**config.mk**
```make
export PLATFORM = sky130hd
export DESIGN_NAME = board_io_panel_registers
export DESIGN_NICKNAME = d
export VERILOG_FILES = /design/src/sv/bio_pkg.sv /design/src/sv/bio_regs.sv /design/src/sv/bio_seg_pipe.sv /design/src/sv/board_io_panel_registers.sv
export SDC_FILE = /design/constraint.sdc
export NUM_CORES = 1
export LEC_CHECK = 0
export BUFFER_PORTS_ARGS = -buffer_cell sky130_fd_sc_hd__clkbuf_2
export CAP_MARGIN = 20
export CELL_PAD_IN_SITES_DETAIL_PLACEMENT = 1
export CELL_PAD_IN_SITES_GLOBAL_PLACEMENT = 2
export CORE_MARGIN = 4
export CORE_UTILIZATION = 44
export CTS_BUF_LIST = sky130_fd_sc_hd__clkbuf_8
export CTS_CLUSTER_SIZE = 30
export DETAILED_ROUTE_END_ITERATION = 16
export PLACE_DENSITY = 0.92
export SLEW_MARGIN = 20
export SYNTH_ARGS = -nofsm -noshare
export SYNTH_HDL_FRONTEND = slang
export SYNTH_SLANG_ARGS = --single-unit
```
**constraint.sdc**
```tcl
create_clock -name clock -period 8.4 [get_ports clock]
set_clock_uncertainty 0.1 [all_clocks]
set_input_delay 0 -clock clock [delete_from_list [all_inputs] [get_ports clock]]
set_output_delay 0 -clock clock [all_outputs]
set_load 0.005 [all_outputs]
```
**src/sv/bio_pkg.sv**
```systemverilog
`timescale 1ns / 1ps
`default_nettype none

package bio_pkg;

   typedef enum logic [1:0] {
      CMD_READ   = 2'd0,
      CMD_WRITE  = 2'd1,
      CMD_SWITCH = 2'd2,
      CMD_BUTTON = 2'd3
   } cmd_type;

   typedef enum logic [1:0] {
      SEG_MODE_LOW  = 2'd0,
      SEG_MODE_HIGH = 2'd1,
      SEG_MODE_RAW  = 2'd2
   } seg_mode_type;

   localparam logic [4:0] OFF_LEDS     = 5'h00;
   localparam logic [4:0] OFF_SWITCHES = 5'h04;
   localparam logic [4:0] OFF_BTN_CTL  = 5'h08;
   localparam logic [4:0] OFF_SEGS     = 5'h0c;
   localparam logic [4:0] OFF_SEG_CTL  = 5'h10;

   localparam logic [31:0] SEG_RESET = 32'h3F3F_3F3F;

   typedef struct packed {
      cmd_type     cmd;
      logic [4:0]  reg_offset;
      logic [31:0] write_data;
      logic [2:0]  element_index;
      logic        pressed;
   } req_type;

   typedef struct packed {
      logic [11:0] read_data;
      logic [7:0]  led_lines;
      logic [31:0] segment_lines;
      logic        irq_line;
   } rsp_type;

   typedef struct packed {
      logic [11:0] read_data;
      logic [7:0]  led_lines;
      logic        irq_line;
   } snap_type;

   typedef struct packed {
      snap_type    snap;
      logic        seg_wr;
      logic        raw;
      logic [15:0] value;
   } entry_type;

   function automatic logic [7:0] glyph(input logic [3:0] d);
      logic [7:0] g;
      case (d)
         4'h0: g = 8'h3F;
         4'h1: g = 8'h06;
         4'h2: g = 8'h5B;
         4'h3: g = 8'h4F;
         4'h4: g = 8'h66;
         4'h5: g = 8'h6D;
         4'h6: g = 8'h7D;
         4'h7: g = 8'h07;
         4'h8: g = 8'h7F;
         4'h9: g = 8'h6F;
         4'hA: g = 8'h77;
         4'hB: g = 8'h7C;
         4'hC: g = 8'h39;
         4'hD: g = 8'h5E;
         4'hE: g = 8'h79;
         default: g = 8'h71;
      endcase
      return g;
   endfunction

endpackage

`default_nettype wire

```
**src/sv/bio_regs.sv**
```systemverilog
`timescale 1ns / 1ps
`default_nettype none

module bio_regs (
   input  wire logic               clock,
   input  wire logic               reset,
   input  wire logic               accept,
   input  wire bio_pkg::req_type   req,
   output bio_pkg::entry_type      entry
);

   logic [7:0]            led_ff, led_in;
   logic [7:0]            sw_ff, sw_in;
   logic [3:0]            btn_ff, btn_in;
   bio_pkg::seg_mode_type seg_mode_ff, seg_mode_in;
   logic                  irq_mode_ff, irq_mode_in;
   logic                  irq_ff, irq_in;
   logic [11:0]           rd;
   logic                  seg_wr;

   always_comb begin
      led_in      = led_ff;
      sw_in       = sw_ff;
      btn_in      = btn_ff;
      seg_mode_in = seg_mode_ff;
      irq_mode_in = irq_mode_ff;
      irq_in      = irq_ff;
      rd          = '0;
      seg_wr      = 1'b0;
      case (req.cmd)
         bio_pkg::CMD_READ: begin
            if (req.reg_offset == bio_pkg::OFF_SWITCHES) begin
               rd = {btn_ff, sw_ff};
               if (irq_mode_ff) begin
                  btn_in = '0;
                  irq_in = 1'b0;
               end
            end
         end
         bio_pkg::CMD_WRITE: begin
            case (req.reg_offset)
               bio_pkg::OFF_LEDS: led_in = req.write_data[7:0];
               bio_pkg::OFF_SEGS: seg_wr = 1'b1;
               bio_pkg::OFF_SEG_CTL: begin
                  if (req.write_data <= 32'(bio_pkg::SEG_MODE_RAW)) begin
                     seg_mode_in = bio_pkg::seg_mode_type'(req.write_data[1:0]);
                  end
               end
               bio_pkg::OFF_BTN_CTL: begin
                  if (req.write_data <= 32'd1) begin
                     irq_mode_in = req.write_data[0];
                     irq_in      = 1'b0;
                  end
               end
               default: ;
            endcase
         end
         bio_pkg::CMD_SWITCH: begin
            if (req.pressed) begin
               sw_in = sw_ff ^ (8'd1 << req.element_index);
            end
         end
         bio_pkg::CMD_BUTTON: begin
            if (!req.element_index[2]) begin
               if (!irq_mode_ff) begin
                  btn_in[req.element_index[1:0]] = req.pressed;
               end else if (req.pressed) begin
                  btn_in[req.element_index[1:0]] = 1'b1;
                  irq_in = 1'b1;
               end
            end
         end
         default: ;
      endcase
   end

   always_comb begin
      entry.snap.read_data = rd;
      entry.snap.led_lines = led_in;
      entry.snap.irq_line  = irq_in;
      entry.seg_wr         = seg_wr;
      case (seg_mode_ff)
         bio_pkg::SEG_MODE_LOW: begin
            entry.raw   = 1'b0;
            entry.value = req.write_data[15:0];
         end
         bio_pkg::SEG_MODE_HIGH: begin
            entry.raw   = 1'b0;
            entry.value = req.write_data[31:16];
         end
         bio_pkg::SEG_MODE_RAW: begin
            entry.raw   = 1'b1;
            entry.value = req.write_data[15:0];
         end
         default: begin
            entry.raw   = 1'b1;
            entry.value = '0;
         end
      endcase
   end

   always_ff @(posedge clock) begin
      if (reset) begin
         led_ff      <= '0;
         sw_ff       <= '0;
         btn_ff      <= '0;
         seg_mode_ff <= bio_pkg::SEG_MODE_LOW;
         irq_mode_ff <= 1'b0;
         irq_ff      <= 1'b0;
      end else if (accept) begin
         led_ff      <= led_in;
         sw_ff       <= sw_in;
         btn_ff      <= btn_in;
         seg_mode_ff <= seg_mode_in;
         irq_mode_ff <= irq_mode_in;
         irq_ff      <= irq_in;
      end
   end

endmodule

`default_nettype wire

```
**src/sv/bio_seg_pipe.sv**
```systemverilog
`timescale 1ns / 1ps
`default_nettype none

module bio_seg_pipe (
   input  wire logic                clock,
   input  wire logic                reset,
   input  wire logic                in_valid,
   output logic                     in_ready,
   input  wire bio_pkg::entry_type  entry,
   output logic                     out_valid,
   input  wire logic                out_ready,
   output bio_pkg::rsp_type         out_data
);

   // x / 100 == (x * 83887) >> 23 for every 16-bit x
   localparam logic [32:0] RECIP_100 = 33'd83887;
   localparam int          RECIP_SHIFT = 23;

   typedef struct packed {
      bio_pkg::snap_type snap;
      logic              seg_wr;
      logic              raw;
      logic [15:0]       value;
      logic [9:0]        q;
   } s2_type;

   typedef struct packed {
      bio_pkg::snap_type snap;
      logic              seg_wr;
      logic              raw;
      logic [15:0]       value;
      logic [6:0]        r_lo;
      logic [6:0]        r_hi;
   } s3_type;

   typedef struct packed {
      bio_pkg::snap_type snap;
      logic              seg_wr;
      logic [15:0]       digits;
   } s4_type;

   // two decimal digits of r < 100: r / 10 == (r * 205) >> 11
   function automatic logic [7:0] split_dec(input logic [6:0] r);
      logic [14:0] p;
      logic [3:0]  t;
      logic [6:0]  u;
      p = 15'(r) * 15'd205;
      t = p[14:11];
      u = r - 7'(7'(t) * 7'd10);
      return {t, u[3:0]};
   endfunction

   bio_pkg::entry_type s1_ff;
   s2_type             s2_ff, s2_in;
   s3_type             s3_ff, s3_in;
   s4_type             s4_ff, s4_in;
   bio_pkg::rsp_type   rsp_ff, rsp_in;
   logic [31:0]        seg_ff, seg_in;
   logic               s1_valid_ff, s2_valid_ff, s3_valid_ff, s4_valid_ff, rsp_valid_ff;
   logic               s1_free, s2_free, s3_free, s4_free, out_free;
   logic [32:0]        q_prod;
   logic [15:0]        r_lo_full;
   logic [2:0]         hundreds;
   logic [31:0]        pattern;

   assign out_free = !rsp_valid_ff || out_ready;
   assign s4_free  = !s4_valid_ff || out_free;
   assign s3_free  = !s3_valid_ff || s4_free;
   assign s2_free  = !s2_valid_ff || s3_free;
   assign s1_free  = !s1_valid_ff || s2_free;
   assign in_ready = s1_free;

   assign q_prod = 33'(s1_ff.value) * RECIP_100;

   always_comb begin
      s2_in.snap   = s1_ff.snap;
      s2_in.seg_wr = s1_ff.seg_wr;
      s2_in.raw    = s1_ff.raw;
      s2_in.value  = s1_ff.value;
      s2_in.q      = q_prod[RECIP_SHIFT +: 10];
   end

   always_comb begin
      hundreds = '0;
      for (int k = 1; k <= 6; k++) begin
         if (s2_ff.q >= 10'(k * 100)) begin
            hundreds = 3'(k);
         end
      end
      r_lo_full    = s2_ff.value - 16'(16'(s2_ff.q) * 16'd100);
      s3_in.snap   = s2_ff.snap;
      s3_in.seg_wr = s2_ff.seg_wr;
      s3_in.raw    = s2_ff.raw;
      s3_in.value  = s2_ff.value;
      s3_in.r_lo   = r_lo_full[6:0];
      s3_in.r_hi   = 7'(s2_ff.q - 10'(10'(hundreds) * 10'd100));
   end

   always_comb begin
      s4_in.snap   = s3_ff.snap;
      s4_in.seg_wr = s3_ff.seg_wr;
      s4_in.digits = s3_ff.raw ? {split_dec(s3_ff.r_hi), split_dec(s3_ff.r_lo)}
                               : s3_ff.value;
   end

   always_comb begin
      pattern = {bio_pkg::glyph(s4_ff.digits[15:12]), bio_pkg::glyph(s4_ff.digits[11:8]),
                 bio_pkg::glyph(s4_ff.digits[7:4]),   bio_pkg::glyph(s4_ff.digits[3:0])};
      seg_in  = s4_ff.seg_wr ? pattern : seg_ff;
      rsp_in.read_data     = s4_ff.snap.read_data;
      rsp_in.led_lines     = s4_ff.snap.led_lines;
      rsp_in.irq_line      = s4_ff.snap.irq_line;
      rsp_in.segment_lines = seg_in;
   end

   always_ff @(posedge clock) begin
      if (reset) begin
         s1_valid_ff  <= 1'b0;
         s2_valid_ff  <= 1'b0;
         s3_valid_ff  <= 1'b0;
         s4_valid_ff  <= 1'b0;
         rsp_valid_ff <= 1'b0;
         seg_ff       <= bio_pkg::SEG_RESET;
      end else begin
         if (s1_free) begin
            s1_valid_ff <= in_valid;
         end
         if (s2_free) begin
            s2_valid_ff <= s1_valid_ff;
         end
         if (s3_free) begin
            s3_valid_ff <= s2_valid_ff;
         end
         if (s4_free) begin
            s4_valid_ff <= s3_valid_ff;
         end
         if (out_free) begin
            rsp_valid_ff <= s4_valid_ff;
            if (s4_valid_ff) begin
               seg_ff <= seg_in;
            end
         end
      end
   end

   always_ff @(posedge clock) begin
      if (s1_free) begin
         s1_ff <= entry;
      end
      if (s2_free) begin
         s2_ff <= s2_in;
      end
      if (s3_free) begin
         s3_ff <= s3_in;
      end
      if (s4_free) begin
         s4_ff <= s4_in;
      end
      if (out_free) begin
         rsp_ff <= rsp_in;
      end
   end

   assign out_valid = rsp_valid_ff;
   assign out_data  = rsp_ff;

endmodule

`default_nettype wire

```
**src/sv/board_io_panel_registers.sv**
```systemverilog
`timescale 1ns / 1ps
`default_nettype none

//  channel   ports                              direction
//  request   req_valid, req_ready, req_data     in  (bus access or panel event)
//  response  rsp_valid, rsp_ready, rsp_data     out (read data and panel lines)
//
//  One transaction per cycle while responses are taken; a response passes registers s1
//  to s4 and the response register. Register state updates in the accept cycle; the
//  segment digits come from a pipelined decimal split (reciprocal multiplies and compares).
//  Reset: synchronous, active high; LEDs, switches, buttons, IRQ clear, digits show 0000.
//  A stalled response holds its stage; requests keep flowing into empty stages.

module board_io_panel_registers (
   input  wire logic               clock,
   input  wire logic               reset,
   input  wire logic               req_valid,
   output logic                    req_ready,
   input  wire bio_pkg::req_type   req_data,
   output logic                    rsp_valid,
   input  wire logic               rsp_ready,
   output bio_pkg::rsp_type        rsp_data
);

   logic               accept;
   bio_pkg::entry_type entry;

   assign accept = req_valid && req_ready;

   bio_regs u_regs (
      .clock  (clock),
      .reset  (reset),
      .accept (accept),
      .req    (req_data),
      .entry  (entry)
   );

   bio_seg_pipe u_seg_pipe (
      .clock     (clock),
      .reset     (reset),
      .in_valid  (req_valid),
      .in_ready  (req_ready),
      .entry     (entry),
      .out_valid (rsp_valid),
      .out_ready (rsp_ready),
      .out_data  (rsp_data)
   );

endmodule

`default_nettype wire

```
Word level (Yosys, flattened, before mapping)
Memory sizes are Yosys's and may differ from the RTL's. A register that Yosys moved wholly into a read port is not among the register bits.
Index checks and enable logic that the tools add are counted.
{ "word_totals": {"mem_bits_ro": 448, "input_bits": 47, "regBits": 293, "wordCells": 138, "latch_bits": 0, "mem_count": 4, "ramBits": 0, "output_inout_bits": 55} }
{ "classes": {"n_shift": 1, "mux": 33, "n_reduce_logical": 22, "n_addsub": 4, "mul": 7, "magnitude_cmp": 10, "div": 0, "bitwise_logic": 2, "n_eq_ne": 13} }
{ "memory_table": {"columns": ["memory", "words", "word_bits", "read_ports", "rd_ports_with_merged_regs", "wr", "line", "rtl"], "rows": [
  ["(name not given)", 16, 7, 1, 1, 0, "bio_pkg.sv:57", "case (d)"],
  ["(name not given)", 16, 7, 1, 1, 0, "bio_pkg.sv:57", null],
  ["(name not given)", 16, 7, 1, 1, 0, "bio_pkg.sv:57", null],
  ["(name not given)", 16, 7, 1, 1, 0, "bio_pkg.sv:57", null]
]} }
{ "ops": {"columns": ["cell", "count"], "rows": [
  ["$pmux W17 S3", 1],
  ["$mux W4", 9],
  ["$mul A16 B17 Y33 const B", 1],
  ["$le A32 B1 Y1 const B", 1],
  ["$le A32 B2 Y1 const B", 1],
  ["$mux W32", 1],
  ["$ge A10 B9 Y1 const B", 3],
  ["$mul A7 B8 Y15 const B", 2],
  ["$mux W16", 1],
  ["$mux W8", 2],
  ["$sub A7 B7 Y7", 2],
  ["$eq A5 B4 Y1 const B", 2],
  ["$ge A10 B10 Y1 const B", 1],
  ["$ge A10 B7 Y1 const B", 1],
  ["$ge A10 B8 Y1 const B", 1],
  ["$mul A10 B5 Y5 const B", 1],
  ["$mux W1", 10],
  ["$mux W3", 3],
  ["$mul A4 B3 Y3 const B", 2],
  ["$pmux W4 S2", 1],
  ["$reduce_and A4 Y1", 2],
  ["$shl A1 B3 Y8 const A", 1],
  ["$sub A4 B4 Y4", 2],
  ["$xor A8 B8 Y8", 1],
  ["24 further kinds", 40]
]} }

Depth between registers and ports, before layout
{ "logic_depth": {"depth_word": 9, "depth_mapped": 21, "mapped_depth_nobuf": 21} }

Cells and area by module
From an unflattened synthesis, not the netlist that was laid out.
{ "unflattened": {"cells_unflattened": 1643, "area_unflattened_um2": 19591.3} }
{ "modules_own_cells": {"columns": ["module", "area_per_inst_um2", "cells_per_inst", "instances", "seq_area_each_um2"], "rows": [
  ["bio_seg_pipe", 17892.2, 1412, 1, 8207.9],
  ["bio_regs", 1692.9, 230, 1, 480.5],
  ["board_io_panel_registers", 6.3, 1, 1, 0.0]
]} }

Worst setup path before layout
No wires, ideal clock.
{ "synth_timing": {"path_type": "register -> register", "start": "register u_seg_pipe.s1_ff[14] in the netlist's numbering", "end": "register u_seg_pipe.s2_ff[9] in the netlist's numbering, data pin", "setup_time_ns": 0.255, "path_buffers": 0, "arrival_time_ns": 5.547, "path_slack_ns": 2.498, "path_stages_with_launch": 20, "t_required_ns": 8.045, "synth_period_minus_slack_ns": 5.902, "cell_sequence": "edfxtp_1 inv_1 fa_1 fa_1 inv_1 fa_1 fa_1 fa_1 inv_1 fa_1 inv_1 ha_1 a21oi_1 o21ai_0 nand3b_1 o311ai_0 o211ai_1 a31oi_1 or4_1 and3_1"} }
{ "synth_via": {"elab_chain_len": 1} }
{ "synth_lines": {"columns": ["element", "line", "rtl"], "rows": [
  ["start, declared", "bio_seg_pipe.sv:53", "bio_pkg::entry_type s1_ff;"],
  ["start signal, assigned", "bio_seg_pipe.sv:148", "s1_ff <= entry;"],
  ["$mul A16 B17 Y33", "bio_seg_pipe.sv:73", "assign q_prod = 33'(s1_ff.value) * RECIP_100;"],
  ["net u_seg_pipe.q_prod[32]", "bio_seg_pipe.sv:61", "logic [32:0] q_prod;"],
  ["end signal, assigned", "bio_seg_pipe.sv:151", "s2_ff <= s2_in;"],
  ["end, declared", "bio_seg_pipe.sv:54", "s2_type s2_ff, s2_in;"]
]} }
The timed path passes the listed nets, and every way through them passes these cells.
A chain may end at the register's enable or synchronous reset.

Final worst setup path
{ "layout_timing": {"start": "register u_seg_pipe.s1_ff[1] in the netlist's numbering", "end": "register u_seg_pipe.s2_ff[9] in the netlist's numbering, data pin"} }
Same word-level chain as after synthesis.

==> flow_summary.yaml <==
run_status:
  outcome: "complete, no violations"
clocking:
  postCtsSetupRepairBufs: 0
  numCtsBuffers: 53
  post_cts_resized: 0
  path_clk_slew_ns: 0.06
  cts_tree: "built"
  clock-sinks: 319
  cts_hold_buffers: 70
  cts_max_level: 2
  insertion_delay_ns: 0.63
  cts_root_buffer: "clkbuf_8"
  cts_buffer_depth: 3
flow_run:
  cap_violations: 0
die:
  core_area_um2: 43300
  dieHeight_um: 218
  die_area_um2: 47300
  start_util: 0.446
  io_pins: 102
  die_w_um: 218
  rows: 76
yosys:
  synthArstFlopShare: 0
  ys_warn_count: 0
  syn_avg_cell_area_um2: 11.7
  synthCells: 1647
  yosys.area_share.simple: 0.0966
  ys_types: 69
  yosysTopAreaCell: "edfxtp_1"
  synth_top_area_share: 0.358
  yosys_most_used_dff: "edfxtp_1"
  synth_top_family_by_area: "adder cells"
  synth_edf_count: 230
  syn_nets: 2052
  synthTopCellsByArea: "edfxtp_1, ha_1, fa_1"
  synth-adder-area-share: 0.277
  synth_compound_area_frac: 0.0625
  yosys.area_share.xor_xnor: 0.0206
  ys_seq_elements: 319
  synthMuxAreaShare: 0.0330
  synth.cell_area_um2: 19300
  synth.yosys.seq_area_share: 0.450
route:
  routedWlPerCell_um: 18.8
  antenna_left: 0
  viasPerCell: 5.15
  dr.pass1.iters: 5
  drc_errors: 0
  drt_iter0_markers: 653
  vias: 12759
  routed_wl_um: 46700
global_routing:
  antenna_found_initial: 1
  grt_pass1_wl_um: 76800
  track_usage: 0.203
  grt_pass1_vias: 14323
  overflow: 0
  grt_max_degree: 59
worst_setup_path:
  end_kind: "flip-flop"
  reg2reg_from: "u_seg_pipe.s1_ff[1]"
  critPathSlowestCell: "fa_1"
  r2r-end: "u_seg_pipe.s2_ff[9]"
  cpLargestDelayFamily: "adder cells"
  start_kind: "flip-flop"
  worst_path_largest_cell_delay_ns: 0.72
  worstPathRequired_ns: 8.65
  worst_path_most_repeated_cell: "fa_1"
  cp_max_fo: 6
  path_buf_inv: 4
  regToRegSetupSlack_ns: 1.78
  crit_end: "u_seg_pipe.s2_ff[9]"
  cp_data_arrival_time_ns: 6.87
  crit_chain: "fa_1 > inv_1 > fa_1 > fa_1 > fa_1 > inv_1 > fa_1 > inv_1 > fa_1 > inv_1 > ha_1 > nand2_1 > o2111ai_1 > o2111ai_1 > o311ai_0 > o211ai_1 > a31oi_1 > or4_1 > and3_1"
  critPathKind: "reg -> reg"
  crit_start: "u_seg_pipe.s1_ff[1]"
  ff2ff_path_depth: 19
  cp.depth: 19
power:
  vdd_drop_max_v: 0.000309
  leakagePower_nw: 10.3
  p_per_area_nw_per_um2: 396
  finalPower_mw: 8.79
min_path:
  hold_path_class: "in -> reg"
  hp-start: "req_data[39]"
timing:
  setup_tns_ns: 0
  rsz0062_at_grt: "no"
  fin_crit_sh: 0.788
  hold_viol: 0
  finalSetupViolCount: 0
  relSlewSlack: 0.270
  clock.fmax_mhz: 151
  worst_pin_slew_ns: 1.09
  drv_slew: 0
  post-route-min-period_ns: 6.62
place:
  port_buffers: 101
  dp_hpwl_um: 35000
  globalplace.congestion: 0.884
  dpl_cell_area_um2: 20500
cells_and_area:
  syn_to_final_growth_pct: 15.0
  nNetsFinal: 2254
  drive_gt1_frac: 0.127
  stdcell_area_um2: 22200
[metrics by stage]
| stage | std cells | setup slack (ns) | util | hold WS (ns) |
|---|---|---|---|---|
| after global placement | 2309 | 2.02 | 0.474 | 0.184 |
| final | 2479 | 1.78 | 0.513 | 0.110 |
| after detailed placement | 2309 | 1.77 | 0.474 | 0.199 |
| after CTS | 2478 | 1.73 | 0.513 | 0.0479 |
| after global routing | 2479 | 1.32 | 0.513 | 0.0948 |
| after floorplan | 1647 | 2.50 | - | 0.0295 |
[layout by cell type (no fill, tap or decap), types with 6 or more instances in the layout]
master,netlist,layout
xor2_1,15,15
dfxtp_1,89,89
nor2b_1,14,14
nand2b_1,11,11
a211oi_1,12,12
clkbuf_8,0,57
and3_1,10,10
clkinv_1,1,13
or3_1,7,7
inv_1,272,286
mux2_2,38,38
o21ai_0,50,50
nand3_1,18,17
a31oi_1,10,10
clkbuf_2,0,101
a21oi_1,48,48
fa_1,117,117
nand4_1,10,10
nor4_1,13,13
a22oi_1,8,8
edfxtp_1,230,230
and2_1,24,24
nor2_1,77,77
clkinv_2,0,9
mux2i_1,15,15
ha_1,241,241
xnor2_1,26,26
nand2_1,130,129
nor3_1,22,22
buf_4,1,11
dlygate4sd3_1,0,70
o211ai_1,6,6
a21o_1,9,9
nand3b_1,28,28
[synth_stat cells (all sizes together), types with 8 or more instances]
cell type and n:
buf 8, clkbuf 27, mux2i 15, mux2 39, a31oi 12, a211oi 12, nor2 79, and2 24
xnor2 27, nand2b 11, a21oi 48, a21o 9, xor2 15, edfxtp 230, inv 272, o21ai 50
ha 241, dfxtp 89, fa 117, nor2b 14, a22oi 8, nand4 10, nand2 130, and3 10
nor3 22, nor4 13, nand3b 28, nand3 18
[state kept, by name (all words and copies together) (netlist names), 2 cells and up]
signal	flops
u_seg_pipe.s4_ff	17
u_regs.btn_ff	4
u_seg_pipe.rsp_in	21
u_regs.seg_mode_ff	2
u_seg_pipe.pattern	28
u_seg_pipe.s3_ff	51
u_seg_pipe.out_data	53
u_regs.sw_ff	8
u_seg_pipe.s1_ff	39
u_seg_pipe.s2_ff	49
u_seg_pipe.seg_ff	32
u_regs.led_ff	8
[how the worst min path moves through the flow]
stage / endpoint / slack, ns / cells past startpoint
after floorplan: u_seg_pipe.s1_valid_ff / 0.03 / 2
after global placement: u_regs.seg_mode_ff[1] / 0.18 / 3
after detailed placement: u_seg_pipe.s1_valid_ff / 0.20 / 3
after CTS: u_seg_pipe.s1_ff[36] / 0.05 / 5
after global routing: u_seg_pipe.s1_ff[35] / 0.09 / 5
final: u_seg_pipe.s1_ff[36] / 0.11 / 5
[routing by layer]
| metal | vias up | GRT usage | wire length (um) |
|---|---|---|---|
| met4 | 0 | 0.0608 | 1350 |
| met1 | 6383 | 0.255 | 19600 |
| met2 | 254 | 0.362 | 23900 |
| met5 | - | 0 | 0 |
| li1 | 6045 | - | - |
| met3 | 77 | 0.0339 | 1880 |
[cell families after synthesis]
family	after synthesis
mux	56
compound gates	185
flops	319
simple gates	378
xor+xnor	43
fa+ha+maj	358
buf+inv	308
[power by group]
| group | switching, mW | leakage (nW) | total, mW | internal (mW) |
|---|---|---|---|---|
| Combinational | 3.07 | 6.46 | 5.49 | 2.42 |
| Clock | 0.644 | 0.572 | 1.31 | 0.663 |
| Sequential | 0.131 | 3.29 | 1.99 | 1.86 |
| Total | 3.85 | 10.3 | 8.79 | 4.94 |
[layout make-up]
| type | count | area (um2) |
|---|---|---|
| sequential | 319 | 8690 |
| clock inverter | 42 | 220 |
| fill | 4628 | 21100 |
| timing repair buffer | 182 | 1290 |
| multi-input combinational | 1020 | 9480 |
| inverter | 273 | 1020 |
| clock buffer | 57 | 785 |
| antenna | 1 | 2.50 |
| tap | 585 | 732 |
[worst register-to-register path, stage by stage, from the launching register on]
cell and delay (ns):
edfxtp_1 0.54, fa_1 0.72, inv_1 0.09, fa_1 0.39
fa_1 0.46, fa_1 0.50, inv_1 0.06, fa_1 0.53
inv_1 0.07, fa_1 0.53, inv_1 0.05, ha_1 0.31
nand2_1 0.09, o2111ai_1 0.11, o2111ai_1 0.31, o311ai_0 0.32
o211ai_1 0.35, a31oi_1 0.21, or4_1 0.42, and3_1 0.19
Note: power is estimated with default switching activity, not from simulation.
